[config.mk]
export PLATFORM = sky130hd
export DESIGN_NAME = step_peak_valley_detector_top
export DESIGN_NICKNAME = d
export VERILOG_FILES = /design/src/design/spv_pkg.sv /design/src/design/spv_front.sv /design/src/design/spv_slope_q.sv /design/src/design/spv_back.sv /design/src/design/step_peak_valley_detector_top.sv
export SDC_FILE = /design/constraint.sdc
export NUM_CORES = 2
export LEC_CHECK = 0
export BUFFER_PORTS_ARGS = -buffer_cell sky130_fd_sc_hd__buf_2
export CAP_MARGIN = 20
export CORE_MARGIN = 2
export CORE_UTILIZATION = 55
export DETAILED_ROUTE_END_ITERATION = 16
export PLACE_DENSITY = 0.78
export SYNTH_ARGS = -nofsm -noshare
export SYNTH_HDL_FRONTEND = slang
export SYNTH_SLANG_ARGS = --single-unit
[constraint.sdc]
create_clock -name clk -period 19.1 [get_ports clk]
set_input_delay 1.91 -clock clk [delete_from_list [all_inputs] [get_ports clk]]
set_output_delay 1.91 -clock clk [all_outputs]
set_load 0.01 [all_outputs]
[src/design/spv_pkg.sv]
package spv_pkg;

  // Datapath widths
  localparam int SAMPLE_W = 16;
  localparam int COUNT_W  = 16;
  localparam int SLOPE_W  = SAMPLE_W + 1;
  localparam int AREA_W   = COUNT_W + SAMPLE_W;
  localparam int CMP_W    = (AREA_W + 1 > 34) ? AREA_W + 1 : 34;
  localparam int DUR_W    = (COUNT_W + 1 > 16) ? COUNT_W + 1 : 16;
  localparam int MPS_W    = (SAMPLE_W > 16) ? SAMPLE_W : 16;

  // Queue sizes (powers of two, pointers wrap naturally)
  localparam int SQ_DEPTH = 4;
  localparam int SQ_PTR_W = $clog2(SQ_DEPTH);
  localparam int SQ_CNT_W = SQ_PTR_W + 1;
  localparam int OQ_DEPTH = 4;
  localparam int OQ_PTR_W = $clog2(OQ_DEPTH);
  localparam int OQ_CNT_W = OQ_PTR_W + 1;

  // Configuration port
  localparam int CFG_IDX_W  = 4;
  localparam int CFG_DATA_W = 34;

  localparam logic [CFG_IDX_W-1:0] REG_SLOPE_LIMIT   = 4'd0;
  localparam logic [CFG_IDX_W-1:0] REG_ZERO_RUN      = 4'd1;
  localparam logic [CFG_IDX_W-1:0] REG_MIN_HALF_DUR  = 4'd2;
  localparam logic [CFG_IDX_W-1:0] REG_MAX_HALF_DUR  = 4'd3;
  localparam logic [CFG_IDX_W-1:0] REG_MIN_TOTAL_DUR = 4'd4;
  localparam logic [CFG_IDX_W-1:0] REG_MIN_HALF_AREA = 4'd5;
  localparam logic [CFG_IDX_W-1:0] REG_MIN_TOTAL_AREA = 4'd6;
  localparam logic [CFG_IDX_W-1:0] REG_MIN_PEAK_SLOPE = 4'd7;

  typedef logic signed [SLOPE_W-1:0] slope_t;
  typedef logic [COUNT_W-1:0]        count_t;
  typedef logic [AREA_W-1:0]         area_t;
  typedef logic [CMP_W-1:0]          cmp_t;
  typedef logic [DUR_W-1:0]          dur_t;
  typedef logic [MPS_W-1:0]          mps_t;
  typedef logic [SAMPLE_W-1:0]       mag_t;

  localparam count_t FLAT_TOL = count_t'(4);

  // Phase codes
  localparam logic [2:0] PH_IDLE   = 3'd0;
  localparam logic [2:0] PH_PEAK   = 3'd1;
  localparam logic [2:0] PH_FLAT   = 3'd2;
  localparam logic [2:0] PH_VALLEY = 3'd3;
  localparam logic [2:0] PH_JUDGE  = 3'd4;

  typedef struct packed {
    logic [7:0]  slope_limit;
    logic [15:0] zero_run_limit;
    logic [7:0]  min_half_duration;
    logic [15:0] max_half_duration;
    logic [15:0] min_total_duration;
    logic [33:0] min_half_area;
    logic [33:0] min_total_area;
    logic [15:0] min_peak_slope;
  } spv_cfg_t;

  localparam spv_cfg_t CFG_RESET = '{
    slope_limit:        8'd5,
    zero_run_limit:     16'd20,
    min_half_duration:  8'd3,
    max_half_duration:  16'd64,
    min_total_duration: 16'd10,
    min_half_area:      34'd100,
    min_total_area:     34'd400,
    min_peak_slope:     16'd150
  };

  // One classified slope, front to back
  typedef struct packed {
    slope_t slope;
    logic   rising;
    logic   falling;
  } spv_slope_t;

  function automatic count_t sat_inc(input count_t v);
    return (&v) ? v : v + count_t'(1);
  endfunction

endpackage

[src/design/spv_front.sv]
module spv_front (
  input  logic                                clk,
  input  logic                                rst_n,
  input  logic                                accept,
  input  logic signed [spv_pkg::SAMPLE_W-1:0] sample,
  input  logic [7:0]                          slope_limit,
  output spv_pkg::spv_slope_t                 entry
);

  logic signed [spv_pkg::SAMPLE_W-1:0] prev_r;
  logic signed [spv_pkg::SAMPLE_W-1:0] prev_nxt;
  spv_pkg::slope_t slope_raw;
  spv_pkg::slope_t slope;
  spv_pkg::slope_t lim;
  spv_pkg::slope_t neg_lim;

  always_comb begin
    slope_raw = spv_pkg::slope_t'(sample) - spv_pkg::slope_t'(prev_r);
    // drop single-LSB jitter
    if (slope_raw == spv_pkg::slope_t'(1) || slope_raw == spv_pkg::slope_t'(-1)) begin
      slope = '0;
    end else begin
      slope = slope_raw;
    end
    lim           = spv_pkg::slope_t'(slope_limit);
    neg_lim       = -lim;
    entry.slope   = slope;
    entry.rising  = (slope >= lim);
    entry.falling = (slope <= neg_lim);
    prev_nxt      = accept ? sample : prev_r;
  end

  always_ff @(posedge clk) begin
    if (!rst_n) begin
      prev_r <= '0;
    end else begin
      prev_r <= prev_nxt;
    end
  end

endmodule

[src/design/spv_slope_q.sv]
module spv_slope_q (
  input  logic                clk,
  input  logic                rst_n,
  input  logic                push,
  input  spv_pkg::spv_slope_t wdata,
  input  logic                pop,
  output spv_pkg::spv_slope_t rdata,
  output logic                full,
  output logic                empty
);

  spv_pkg::spv_slope_t mem_r [spv_pkg::SQ_DEPTH];
  logic [spv_pkg::SQ_PTR_W-1:0] wr_r, wr_nxt;
  logic [spv_pkg::SQ_PTR_W-1:0] rd_r, rd_nxt;
  logic [spv_pkg::SQ_CNT_W-1:0] cnt_r, cnt_nxt;

  always_comb begin
    full    = (cnt_r == spv_pkg::SQ_CNT_W'(spv_pkg::SQ_DEPTH));
    empty   = (cnt_r == '0);
    rdata   = mem_r[rd_r];
    wr_nxt  = push ? wr_r + 1'b1 : wr_r;
    rd_nxt  = pop ? rd_r + 1'b1 : rd_r;
    cnt_nxt = cnt_r;
    if (push && !pop) begin
      cnt_nxt = cnt_r + 1'b1;
    end else if (pop && !push) begin
      cnt_nxt = cnt_r - 1'b1;
    end
  end

  always_ff @(posedge clk) begin
    if (!rst_n) begin
      wr_r  <= '0;
      rd_r  <= '0;
      cnt_r <= '0;
    end else begin
      wr_r  <= wr_nxt;
      rd_r  <= rd_nxt;
      cnt_r <= cnt_nxt;
    end
  end

  always_ff @(posedge clk) begin
    if (push) begin
      mem_r[wr_r] <= wdata;
    end
  end

endmodule

[src/design/spv_back.sv]
module spv_back (
  input  logic                clk,
  input  logic                rst_n,
  input  spv_pkg::spv_cfg_t   cfg,
  input  logic                q_empty,
  input  spv_pkg::spv_slope_t q_data,
  output logic                q_pop,
  input  logic                out_pop,
  output logic                out_empty,
  output logic                out_step_detected
);

  // phase machine state
  logic [2:0]       phase_r, phase_nxt;
  spv_pkg::count_t  peak_time_r, peak_time_nxt;
  spv_pkg::count_t  valley_time_r, valley_time_nxt;
  spv_pkg::slope_t  peak_slope_r, peak_slope_nxt;
  spv_pkg::slope_t  valley_slope_r, valley_slope_nxt;
  spv_pkg::count_t  flat_count_r, flat_count_nxt;

  // judge second stage
  logic             s2_valid_r;
  logic             s2_judge_r, s2_judge_nxt;
  logic             s2_dur_ok_r, s2_dur_ok_nxt;
  spv_pkg::area_t   s2_area_peak_r, s2_area_peak_nxt;
  spv_pkg::area_t   s2_area_valley_r, s2_area_valley_nxt;

  // result queue
  logic             oq_mem_r [spv_pkg::OQ_DEPTH];
  logic [spv_pkg::OQ_PTR_W-1:0] oq_wr_r, oq_rd_r;
  logic [spv_pkg::OQ_CNT_W-1:0] oq_cnt_r, oq_cnt_nxt;
  logic             oq_pop;

  spv_pkg::count_t  pt_inc, vt_inc, fc_inc;
  logic             flat;
  logic [spv_pkg::COUNT_W:0] total_time;
  spv_pkg::mag_t    pk_mag;
  spv_pkg::slope_t  vl_neg;
  spv_pkg::mag_t    vl_mag;
  spv_pkg::cmp_t    ap_c, av_c, sum_c;
  logic             step;

  always_comb begin
    q_pop  = !q_empty &&
             ((oq_cnt_r + spv_pkg::OQ_CNT_W'(s2_valid_r)) <
              spv_pkg::OQ_CNT_W'(spv_pkg::OQ_DEPTH));
    flat   = !q_data.rising && !q_data.falling;
    pt_inc = spv_pkg::sat_inc(peak_time_r);
    vt_inc = spv_pkg::sat_inc(valley_time_r);
    fc_inc = spv_pkg::sat_inc(flat_count_r);

    phase_nxt        = phase_r;
    peak_time_nxt    = peak_time_r;
    valley_time_nxt  = valley_time_r;
    peak_slope_nxt   = peak_slope_r;
    valley_slope_nxt = valley_slope_r;
    flat_count_nxt   = flat_count_r;

    if (q_pop) begin
      unique case (phase_r)
        spv_pkg::PH_IDLE: begin
          peak_time_nxt    = '0;
          valley_time_nxt  = '0;
          peak_slope_nxt   = '0;
          valley_slope_nxt = '0;
          flat_count_nxt   = '0;
          if (q_data.rising) begin
            phase_nxt = spv_pkg::PH_PEAK;
          end
        end
        spv_pkg::PH_PEAK: begin
          if (q_data.rising) begin
            peak_time_nxt = pt_inc;
            if (q_data.slope > peak_slope_r) begin
              peak_slope_nxt = q_data.slope;
            end
          end else if (flat) begin
            peak_time_nxt  = pt_inc;
            flat_count_nxt = fc_inc;
            if (fc_inc > spv_pkg::FLAT_TOL) begin
              phase_nxt = spv_pkg::PH_FLAT;
            end
          end else begin
            phase_nxt = spv_pkg::PH_VALLEY;
          end
        end
        spv_pkg::PH_FLAT: begin
          if (flat) begin
            flat_count_nxt = fc_inc;
            if (spv_pkg::dur_t'(fc_inc) > spv_pkg::dur_t'(cfg.zero_run_limit)) begin
              phase_nxt = spv_pkg::PH_IDLE;
            end
          end else if (q_data.rising) begin
            phase_nxt = spv_pkg::PH_IDLE;
          end else begin
            flat_count_nxt = '0;
            phase_nxt      = spv_pkg::PH_VALLEY;
          end
        end
        spv_pkg::PH_VALLEY: begin
          if (q_data.falling) begin
            valley_time_nxt = vt_inc;
            if (q_data.slope < valley_slope_r) begin
              valley_slope_nxt = q_data.slope;
            end
          end else if (flat) begin
            valley_time_nxt = vt_inc;
            flat_count_nxt  = fc_inc;
            if (fc_inc > spv_pkg::FLAT_TOL) begin
              phase_nxt = spv_pkg::PH_JUDGE;
            end
          end else begin
            phase_nxt = spv_pkg::PH_JUDGE;
          end
        end
        default: begin
          phase_nxt = spv_pkg::PH_IDLE;
        end
      endcase
    end

    // judge, first half: durations, slope and the two products
    total_time = {1'b0, peak_time_r} + {1'b0, valley_time_r};
    pk_mag     = peak_slope_r[spv_pkg::SAMPLE_W-1:0];
    vl_neg     = -valley_slope_r;
    vl_mag     = vl_neg[spv_pkg::SAMPLE_W-1:0];
    s2_judge_nxt  = (phase_r == spv_pkg::PH_JUDGE);
    s2_dur_ok_nxt =
      (spv_pkg::dur_t'(peak_time_r) > spv_pkg::dur_t'(cfg.min_half_duration)) &&
      (spv_pkg::dur_t'(valley_time_r) > spv_pkg::dur_t'(cfg.min_half_duration)) &&
      (spv_pkg::dur_t'(peak_time_r) < spv_pkg::dur_t'(cfg.max_half_duration)) &&
      (spv_pkg::dur_t'(valley_time_r) < spv_pkg::dur_t'(cfg.max_half_duration)) &&
      (spv_pkg::dur_t'(total_time) >= spv_pkg::dur_t'(cfg.min_total_duration)) &&
      (spv_pkg::mps_t'(pk_mag) >= spv_pkg::mps_t'(cfg.min_peak_slope));
    s2_area_peak_nxt   = spv_pkg::area_t'(peak_time_r) * spv_pkg::area_t'(pk_mag);
    s2_area_valley_nxt = spv_pkg::area_t'(valley_time_r) * spv_pkg::area_t'(vl_mag);

    // judge, second half: area thresholds
    ap_c  = spv_pkg::cmp_t'(s2_area_peak_r);
    av_c  = spv_pkg::cmp_t'(s2_area_valley_r);
    sum_c = ap_c + av_c;
    step  = s2_judge_r && s2_dur_ok_r &&
            (ap_c > spv_pkg::cmp_t'(cfg.min_half_area)) &&
            (av_c > spv_pkg::cmp_t'(cfg.min_half_area)) &&
            (sum_c > spv_pkg::cmp_t'(cfg.min_total_area));

    out_empty         = (oq_cnt_r == '0);
    out_step_detected = oq_mem_r[oq_rd_r];
    oq_pop            = out_pop && !out_empty;
    oq_cnt_nxt        = oq_cnt_r;
    if (s2_valid_r && !oq_pop) begin
      oq_cnt_nxt = oq_cnt_r + 1'b1;
    end else if (oq_pop && !s2_valid_r) begin
      oq_cnt_nxt = oq_cnt_r - 1'b1;
    end
  end

  always_ff @(posedge clk) begin
    if (!rst_n) begin
      phase_r        <= spv_pkg::PH_IDLE;
      peak_time_r    <= '0;
      valley_time_r  <= '0;
      peak_slope_r   <= '0;
      valley_slope_r <= '0;
      flat_count_r   <= '0;
      s2_valid_r     <= 1'b0;
      oq_wr_r        <= '0;
      oq_rd_r        <= '0;
      oq_cnt_r       <= '0;
    end else begin
      phase_r        <= phase_nxt;
      peak_time_r    <= peak_time_nxt;
      valley_time_r  <= valley_time_nxt;
      peak_slope_r   <= peak_slope_nxt;
      valley_slope_r <= valley_slope_nxt;
      flat_count_r   <= flat_count_nxt;
      s2_valid_r     <= q_pop;
      if (s2_valid_r) begin
        oq_wr_r <= oq_wr_r + 1'b1;
      end
      if (oq_pop) begin
        oq_rd_r <= oq_rd_r + 1'b1;
      end
      oq_cnt_r <= oq_cnt_nxt;
    end
  end

  always_ff @(posedge clk) begin
    if (q_pop) begin
      s2_judge_r       <= s2_judge_nxt;
      s2_dur_ok_r      <= s2_dur_ok_nxt;
      s2_area_peak_r   <= s2_area_peak_nxt;
      s2_area_valley_r <= s2_area_valley_nxt;
    end
    if (s2_valid_r) begin
      oq_mem_r[oq_wr_r] <= step;
    end
  end

endmodule

[src/design/step_peak_valley_detector_top.sv]
// Step detector on a stream of filtered acceleration magnitudes.
//
// Input channel: drive in_filtered_sample and raise in_push; the beat is taken
// at a rising edge where in_full is low. Every sample produces exactly one
// result beat, out_step_detected, set when the sample before it closed a
// valid step. Result channel: out_step_detected is valid while out_empty is
// low; raise out_pop to take it.
// Configuration: write thresholds through cfg_valid/cfg_index/cfg_data while
// no beat is in flight; cfg_ready is always high, unknown indexes are dropped.
// Throughput: one sample per cycle while the result queue has room. Path: the
// slope queue stores each sample's slope entry; popping it steps the phase
// machine and registers the two area products, and the area compare then
// writes the result queue.
// The front side stalls only when the four-entry slope queue fills; the back
// side stops when the four-entry result queue plus the beat in flight would
// overflow. So a receiver that holds off out_pop fills both queues and then
// raises in_full; nothing is lost.
// Reset (rst_n low, synchronous) empties both queues, returns the phase
// machine to idle with cleared counters, zeroes the stored previous sample and
// loads the default thresholds.
module step_peak_valley_detector_top (
  input  logic                                 clk,
  input  logic                                 rst_n,
  input  logic                                 in_push,
  output logic                                 in_full,
  input  logic signed [spv_pkg::SAMPLE_W-1:0]  in_filtered_sample,
  output logic                                 out_empty,
  input  logic                                 out_pop,
  output logic                                 out_step_detected,
  input  logic                                 cfg_valid,
  output logic                                 cfg_ready,
  input  logic [spv_pkg::CFG_IDX_W-1:0]        cfg_index,
  input  logic [spv_pkg::CFG_DATA_W-1:0]       cfg_data
);

  spv_pkg::spv_cfg_t   cfg_r, cfg_nxt;
  spv_pkg::spv_slope_t front_entry;
  spv_pkg::spv_slope_t q_data;
  logic                in_accept;
  logic                q_empty;
  logic                q_pop;

  assign cfg_ready = 1'b1;
  assign in_accept = in_push && !in_full;

  // Register file: truncate the write data to the target width
  always_comb begin
    cfg_nxt = cfg_r;
    if (cfg_valid) begin
      unique case (cfg_index)
        spv_pkg::REG_SLOPE_LIMIT:    cfg_nxt.slope_limit        = cfg_data[7:0];
        spv_pkg::REG_ZERO_RUN:       cfg_nxt.zero_run_limit     = cfg_data[15:0];
        spv_pkg::REG_MIN_HALF_DUR:   cfg_nxt.min_half_duration  = cfg_data[7:0];
        spv_pkg::REG_MAX_HALF_DUR:   cfg_nxt.max_half_duration  = cfg_data[15:0];
        spv_pkg::REG_MIN_TOTAL_DUR:  cfg_nxt.min_total_duration = cfg_data[15:0];
        spv_pkg::REG_MIN_HALF_AREA:  cfg_nxt.min_half_area      = cfg_data[33:0];
        spv_pkg::REG_MIN_TOTAL_AREA: cfg_nxt.min_total_area     = cfg_data[33:0];
        spv_pkg::REG_MIN_PEAK_SLOPE: cfg_nxt.min_peak_slope     = cfg_data[15:0];
        default: ;  // drop writes to unknown indexes
      endcase
    end
  end

  always_ff @(posedge clk) begin
    if (!rst_n) begin
      cfg_r <= spv_pkg::CFG_RESET;
    end else begin
      cfg_r <= cfg_nxt;
    end
  end

  // Front: slope against previous sample, jitter drop, classify
  spv_front u_front (
    .clk         (clk),
    .rst_n       (rst_n),
    .accept      (in_accept),
    .sample      (in_filtered_sample),
    .slope_limit (cfg_r.slope_limit),
    .entry       (front_entry)
  );

  // Decoupling queue between front and back
  spv_slope_q u_slope_q (
    .clk   (clk),
    .rst_n (rst_n),
    .push  (in_accept),
    .wdata (front_entry),
    .pop   (q_pop),
    .rdata (q_data),
    .full  (in_full),
    .empty (q_empty)
  );

  // Back: phase machine, judge pipeline and result queue
  spv_back u_back (
    .clk               (clk),
    .rst_n             (rst_n),
    .cfg               (cfg_r),
    .q_empty           (q_empty),
    .q_data            (q_data),
    .q_pop             (q_pop),
    .out_pop           (out_pop),
    .out_empty         (out_empty),
    .out_step_detected (out_step_detected)
  );

endmodule

Word level (Yosys, flattened, before mapping)
Memories as Yosys holds them, arrays and structs flattened. A register that Yosys moved wholly into a read port is not among the register bits.
Index checks and enable logic that the tools add are counted.

cells by class
  equal/unequal tests = 27
  reductions and logical operators = 53
  multiplexer cells = 45
  multipliers = 2
  $add $sub $neg = 17
  magnitude comparators = 16

operator list
  kind                   count
  $mux 16                12
  $mux 17                5
  $gt 32x34->1           2
  $pmux 17 s2            2
  $mul 16x16->32         2
  $pmux 16 s2            2
  $pmux 16 s4            1
  $add 16x1->16 const B  3
  $reduce_and 16->1      3
  $mux 3                 13
  $gt 34x34->1           1
  $add 32x32->33         1
  $gt 16x8->1            2
  $lt 16x16->1           2
  $add 16x16->17         1
  $eq 17x1->1 const B    1
  $eq 17x2->1 const B    1
  $ge 17x16->1           1
  $ge 17x9->1            1
  $gt 17x17->1           1
  $le 17x17->1           1
  $logic_and 1x1->1      17
  $lt 17x17->1           1
  $neg 8->17             1
  34 further kinds       83

word-level totals
  memories = 2
  output and inout bits = 4
  input bits = 59
  bits in writable memories = 80
  register bits = 330
  logic and storage cells = 188

memory list
  memory           words  width  rd ports  clocked after memory_dff  write ports  RTL line           RTL
  u_slope_q.mem_r  4      19     1         1                         1            spv_slope_q.sv:12  spv_pkg::spv_slope_t mem_r [spv_pkg::SQ_DEPTH];
  u_back.oq_mem_r  4      1      1         1                         1            spv_back.sv:29     logic oq_mem_r [spv_pkg::OQ_DEPTH];

Longest topological paths before layout
  depth in word-level cells = 7
  depth in mapped cells = 32
  depth with buffers taken out = 31

By module
From an unflattened synthesis, not the netlist that was laid out.

unflattened totals
  cell total of the unflattened synthesis = 4612
  area, all modules = 42465.7 sq um

by module, submodules not included
  module                         area an instance (sq um)  sequential area each (sq um)  times used  cells an instance
  spv_back                       31096.1                   4003.8                        1           3585
  step_peak_valley_detector_top  5600.4                    2962.8                        1           550
  spv_slope_q                    3230.6                    2462.4                        1           142
  spv_front                      2538.7                    320.3                         1           335

Least setup slack after synthesis
No wires, ideal clock.

  kind = reg2reg
  start = reg u_back.valley_slope_r[0]
  end = reg u_back.s2_area_valley_r[31] (data pin)
  data required time = 18841 ps
  clock period less this slack = 7595 ps
  stages on the path, launching flop included = 30
  arrival = 7335 ps
  path slack = 11505 ps
  library setup time = 259 ps
  path through = dfxtp_1 clkbuf_1 nor3_1 nand2_1 nor4_1 nand2_1 nor3_1 xnor2_1 clkbuf_1 nand2_1 fa_1 fa_1 inv_1 fa_1 fa_1 fa_1 inv_1 fa_1 inv_1 ha_1 a21oi_1 o211ai_1 nand2_1 a311oi_1 o311ai_0 nor2_1 a211oi_1 o21ai_0 a21oi_1 xnor2_1

on the way
  word-level cells in the longest chain between the ends = 2

RTL lines
  item                               RTL line         RTL
  start, declared                    spv_back.sv:18   spv_pkg::slope_t valley_slope_r, valley_slope_nxt;
  start signal, assigned             spv_back.sv:175  valley_slope_r <= valley_slope_nxt;
  $neg 16->16                        spv_back.sv:125  vl_neg = -valley_slope_r;
  $mul 16x16->32                     spv_back.sv:136  s2_area_valley_nxt = spv_pkg::area_t'(valley_time_r) * spv_pkg::area_t'(vl_mag);
  net u_back.s2_area_valley_nxt[31]  spv_back.sv:26   spv_pkg::area_t s2_area_valley_r, s2_area_valley_nxt;
  end signal, assigned               spv_back.sv:193  s2_area_valley_r <= s2_area_valley_nxt;
  end, declared                      spv_back.sv:26

The timed path passes the listed nets, and every way through them passes these cells.
A chain may end at the register's enable or synchronous reset.

Final worst setup path
Ends and elaborated chain as after synthesis.

==> impl_metrics.env <==
export IMPL_power_w=0.003847
export IMPL_critPathRequiredTime_ns=19.45
export IMPL_start_kind="register"
export IMPL_grt_usage=0.2824
export IMPL_power_leakage_nw=20.77
export IMPL_status="finished, final reports clean"
export IMPL_yosys_area_top_type_share=0.1858
export IMPL_p_sw_w=0.001565
export IMPL_clock_sinks=414
export IMPL_dr_pass1_iters=5
export IMPL_rrSetupSlack_ns=10.77
export IMPL_syn_to_final_growth_pct=6.488
export IMPL_cap_violations=0
export IMPL_fp_coreArea_um2=76080
export IMPL_ff_latch_area_um2=9749
export IMPL_drt_iter0_markers=2373
export IMPL_setup_tns_ns=0
export IMPL_grt_ovfl_total=0
export IMPL_path_class="reg -> reg"
export IMPL_wl_per_cell_um=19.00
export IMPL_grt_pass1_wl_mm=176.4
export IMPL_ctsHoldBuffers=0
export IMPL_grt_max_degree=92
export IMPL_cts_root_buf="clkbuf_16"
export IMPL_min_period_ns=8.334
export IMPL_vias=32810
export IMPL_synth_seq_cells=414
export IMPL_cts_repair_resize_count=0
export IMPL_vias_per_cell=5.691
export IMPL_die_area_um2=79240
export IMPL_vdd_drop_max_uv=100.3
export IMPL_cp_num_buf_inv=4
export IMPL_multi_input_comb_area_um2=29160
export IMPL_slowest_delay_ns=0.55
export IMPL_maxSlewHeadroom=0.2049
export IMPL_routed_wl_mm=109.6
export IMPL_cellPowerDensity_nw_per_um2=85.30
export IMPL_final_antenna_net_count=0
export IMPL_netlist_area_um2=42350
export IMPL_finClkSkew_ns=0.02211
export IMPL_yosysUniqueCellTypes=81
export IMPL_final_layout_size_suffix_gt1_frac=0.05007
export IMPL_worst_pin_slew_ns=1.191
export IMPL_antenna_found_initial=3
export IMPL_p_int_w=0.002282
export IMPL_hpwl_mm=85.24
export IMPL_ys_seq_area_frac=0.2302
export IMPL_yosys_most_used_dff="dfxtp_1"
export IMPL_ys_top_cells_by_count="715 x inv_1, 690 x nand2_1, 536 x ha_1"
export IMPL_chipWidth_um=281.5
export IMPL_cts_tree="built"
export IMPL_synthTopCellsByArea="fa_1 19%, ha_1 16%, dfxtp_1 13%, edfxtp_1 10%, inv_1 6.3%"
export IMPL_synth_fp_nets=5731
export IMPL_yosys_area_top_type="fa_1"
export IMPL_start_util=0.5567
export IMPL_fmax_mhz=120.0
export IMPL_clkSlewWorstSetupHoldPaths_ns=0.07
export IMPL_cp_common_cell="fa_1"
export IMPL_combPwrFrac=0.442
export IMPL_path_max_fanout=19
export IMPL_end_kind="register"
export IMPL_layout_nets=5686
export IMPL_hp_class="reg -> reg"
export IMPL_syn_area_per_cell_um2=8.930
export IMPL_swShare=0.4068
export IMPL_cts_made_buffers=45
export IMPL_path_delay_family="adder cells"
export IMPL_clockBufferDepth=3
export IMPL_synthCells=4743
export IMPL_ys_warn_count=0
export IMPL_slew_violations=0
export IMPL_arrival_ns=8.68
export IMPL_first_global_vias=33090
export IMPL_design_portCount=63
export IMPL_finalCritPeriodShare=0.4363
export IMPL_clockPowerShare=0.236
export IMPL_clock_latency_ns=0.60
export IMPL_post_route_drc_count=0
export IMPL_post_synth_top_count_cell="inv_1"
export IMPL_final_hold_violation_count=0
export IMPL_finalSetupViolations=0
export IMPL_row_count=101
export IMPL_io_buffers=61
export IMPL_synth_edf_count=146
export IMPL_fp_dieH_um=281.5
export IMPL_htreeDepth=2
export IMPL_async_reset_ff_frac=0
export IMPL_rsz0062_at_grt="false"
export IMPL_p_seq_frac=0.322
export IMPL_worst_path_max_delay_cell="fa_1"
export IMPL_postCtsSetupBuffers=0
export IMPL_gp_congestion=0.9759
export IMPL_fillCellCount=6489
## kinds of logic after synthesis
family,Yosys count,synth area share
XOR/XNOR,160,0.03309
other,1,0.00008854
flip-flops,414,0.2302
adder cells (fa/ha/maj),929,0.3441
buffers and inverters,918,0.08198
multiplexers,64,0.02115
AO/OA/AOI/OAI,753,0.1191
AND/OR/NAND/NOR,1504,0.1703
## area by class of cell
class / count / area share
Tap cell: 1030 / 0.02857
Multi-Input combinational cell: 3411 / 0.6466
Clock inverter: 23 / 0.005132
Antenna cell: 2 / 0.0001110
Inverter: 716 / 0.05959
Timing Repair Buffer: 110 / 0.01531
Sequential cell: 414 / 0.2162
Clock buffer: 59 / 0.02846
## power by group through the flow
stage	registers, W	logic [W]	clock network [W]
6_report	0.00124	0.00170	0.000907
5_1_grt	0.00124	0.00190	0.000949
4_1_cts	0.00123	0.00168	0.000916
3_5_place_dp	0.00125	0.00167	0
3_3_place_gp	0.00125	0.00163	0
2_1_floorplan	0.00115	0.00124	0
## flip-flops by register name, indices dropped and copies added, names as in the netlist, 3 cells and up, named ones only
| register | count |
|---|---|
| u_back.valley_time_r | 16 |
| u_back.s2_area_peak_r | 32 |
| u_back.peak_slope_r | 17 |
| cfg_r | 148 |
| u_back.oq_cnt_r | 3 |
| u_back.phase_r | 3 |
| u_back.flat_count_r | 16 |
| u_back.s2_area_valley_r | 32 |
| u_front.prev_r | 16 |
| u_back.peak_time_r | 16 |
| u_back.oq_mem_r | 4 |
| u_slope_q.mem_r | 76 |
| u_back.valley_slope_r | 17 |
| u_slope_q.cnt_r | 3 |
## cell usage in the layout (no fill, tap or decap), drive strengths merged, types with 21 or more instances in the layout
cell / count
and3: 25
o211ai: 28
nand2: 690
a21o: 115
a21boi: 157
clkbuf: 59
nand3: 81
o21ai: 115
nand2b: 46
xnor2: 105
fa: 393
nor3: 44
edfxtp: 146
nor2: 171
inv: 721
a21oi: 162
buf: 110
ha: 536
nor2b: 61
nand4: 52
a211oi: 25
o21a: 40
and2: 256
o21bai: 21
dfxtp: 268
mux2i: 40
xor2: 55
## per-stage QoR
stage / area [um2] / instances / hold WS (ns) / worst slack, ns / utilization
4_1_cts: 45050 / 5758 / 0.4658 / 10.83 / 0.5921
5_1_grt: 45100 / 5763 / 0.4832 / 10.18 / 0.5928
3_3_place_gp: 43520 / 5675 / 0.4425 / 10.66 / 0.5721
3_5_place_dp: 43530 / 5676 / 0.4575 / 10.84 / 0.5722
6_report: 45100 / 5765 / 0.4623 / 10.77 / 0.5928
2_1_floorplan: 42350 / 4743 / 0.4347 / 11.51 / -
## worst register-to-register path, delay by kind of cell (launching register included)
family,cells,cell delay [ns]
adders and majority gates,7,3.46
DFF,1,0.53
and+or+nand+nor,8,1.60
buffers and inverters,4,0.38
AOI/OAI and AO/OA,7,1.85
xor gates and xnor gates,2,0.26
## layer usage
metal,up-vias,wire (um),track usage,share of wire
met5,-,30,0,0.00027
met4,4,5412,0.1248,0.049
met3,326,7993,0.04301,0.073
met2,1179,51700,0.4763,0.47
met1,15860,44420,0.3598,0.41
li1,15440,-,-,-
## worst paths after layout
| kind | end | start | depth (start not counted) |
|---|---|---|---|
| hold / removal | cfg_r[37] | cfg_r[37] | 2 |
| setup reg to reg | u_back.s2_area_valley_r[31] | u_back.valley_slope_r[0] | 28 |
| hold reg to reg | cfg_r[37] | cfg_r[37] | 2 |
| setup / recovery | u_back.s2_area_valley_r[31] | u_back.valley_slope_r[0] | 28 |
Note: power is estimated with default switching activity, not from simulation.
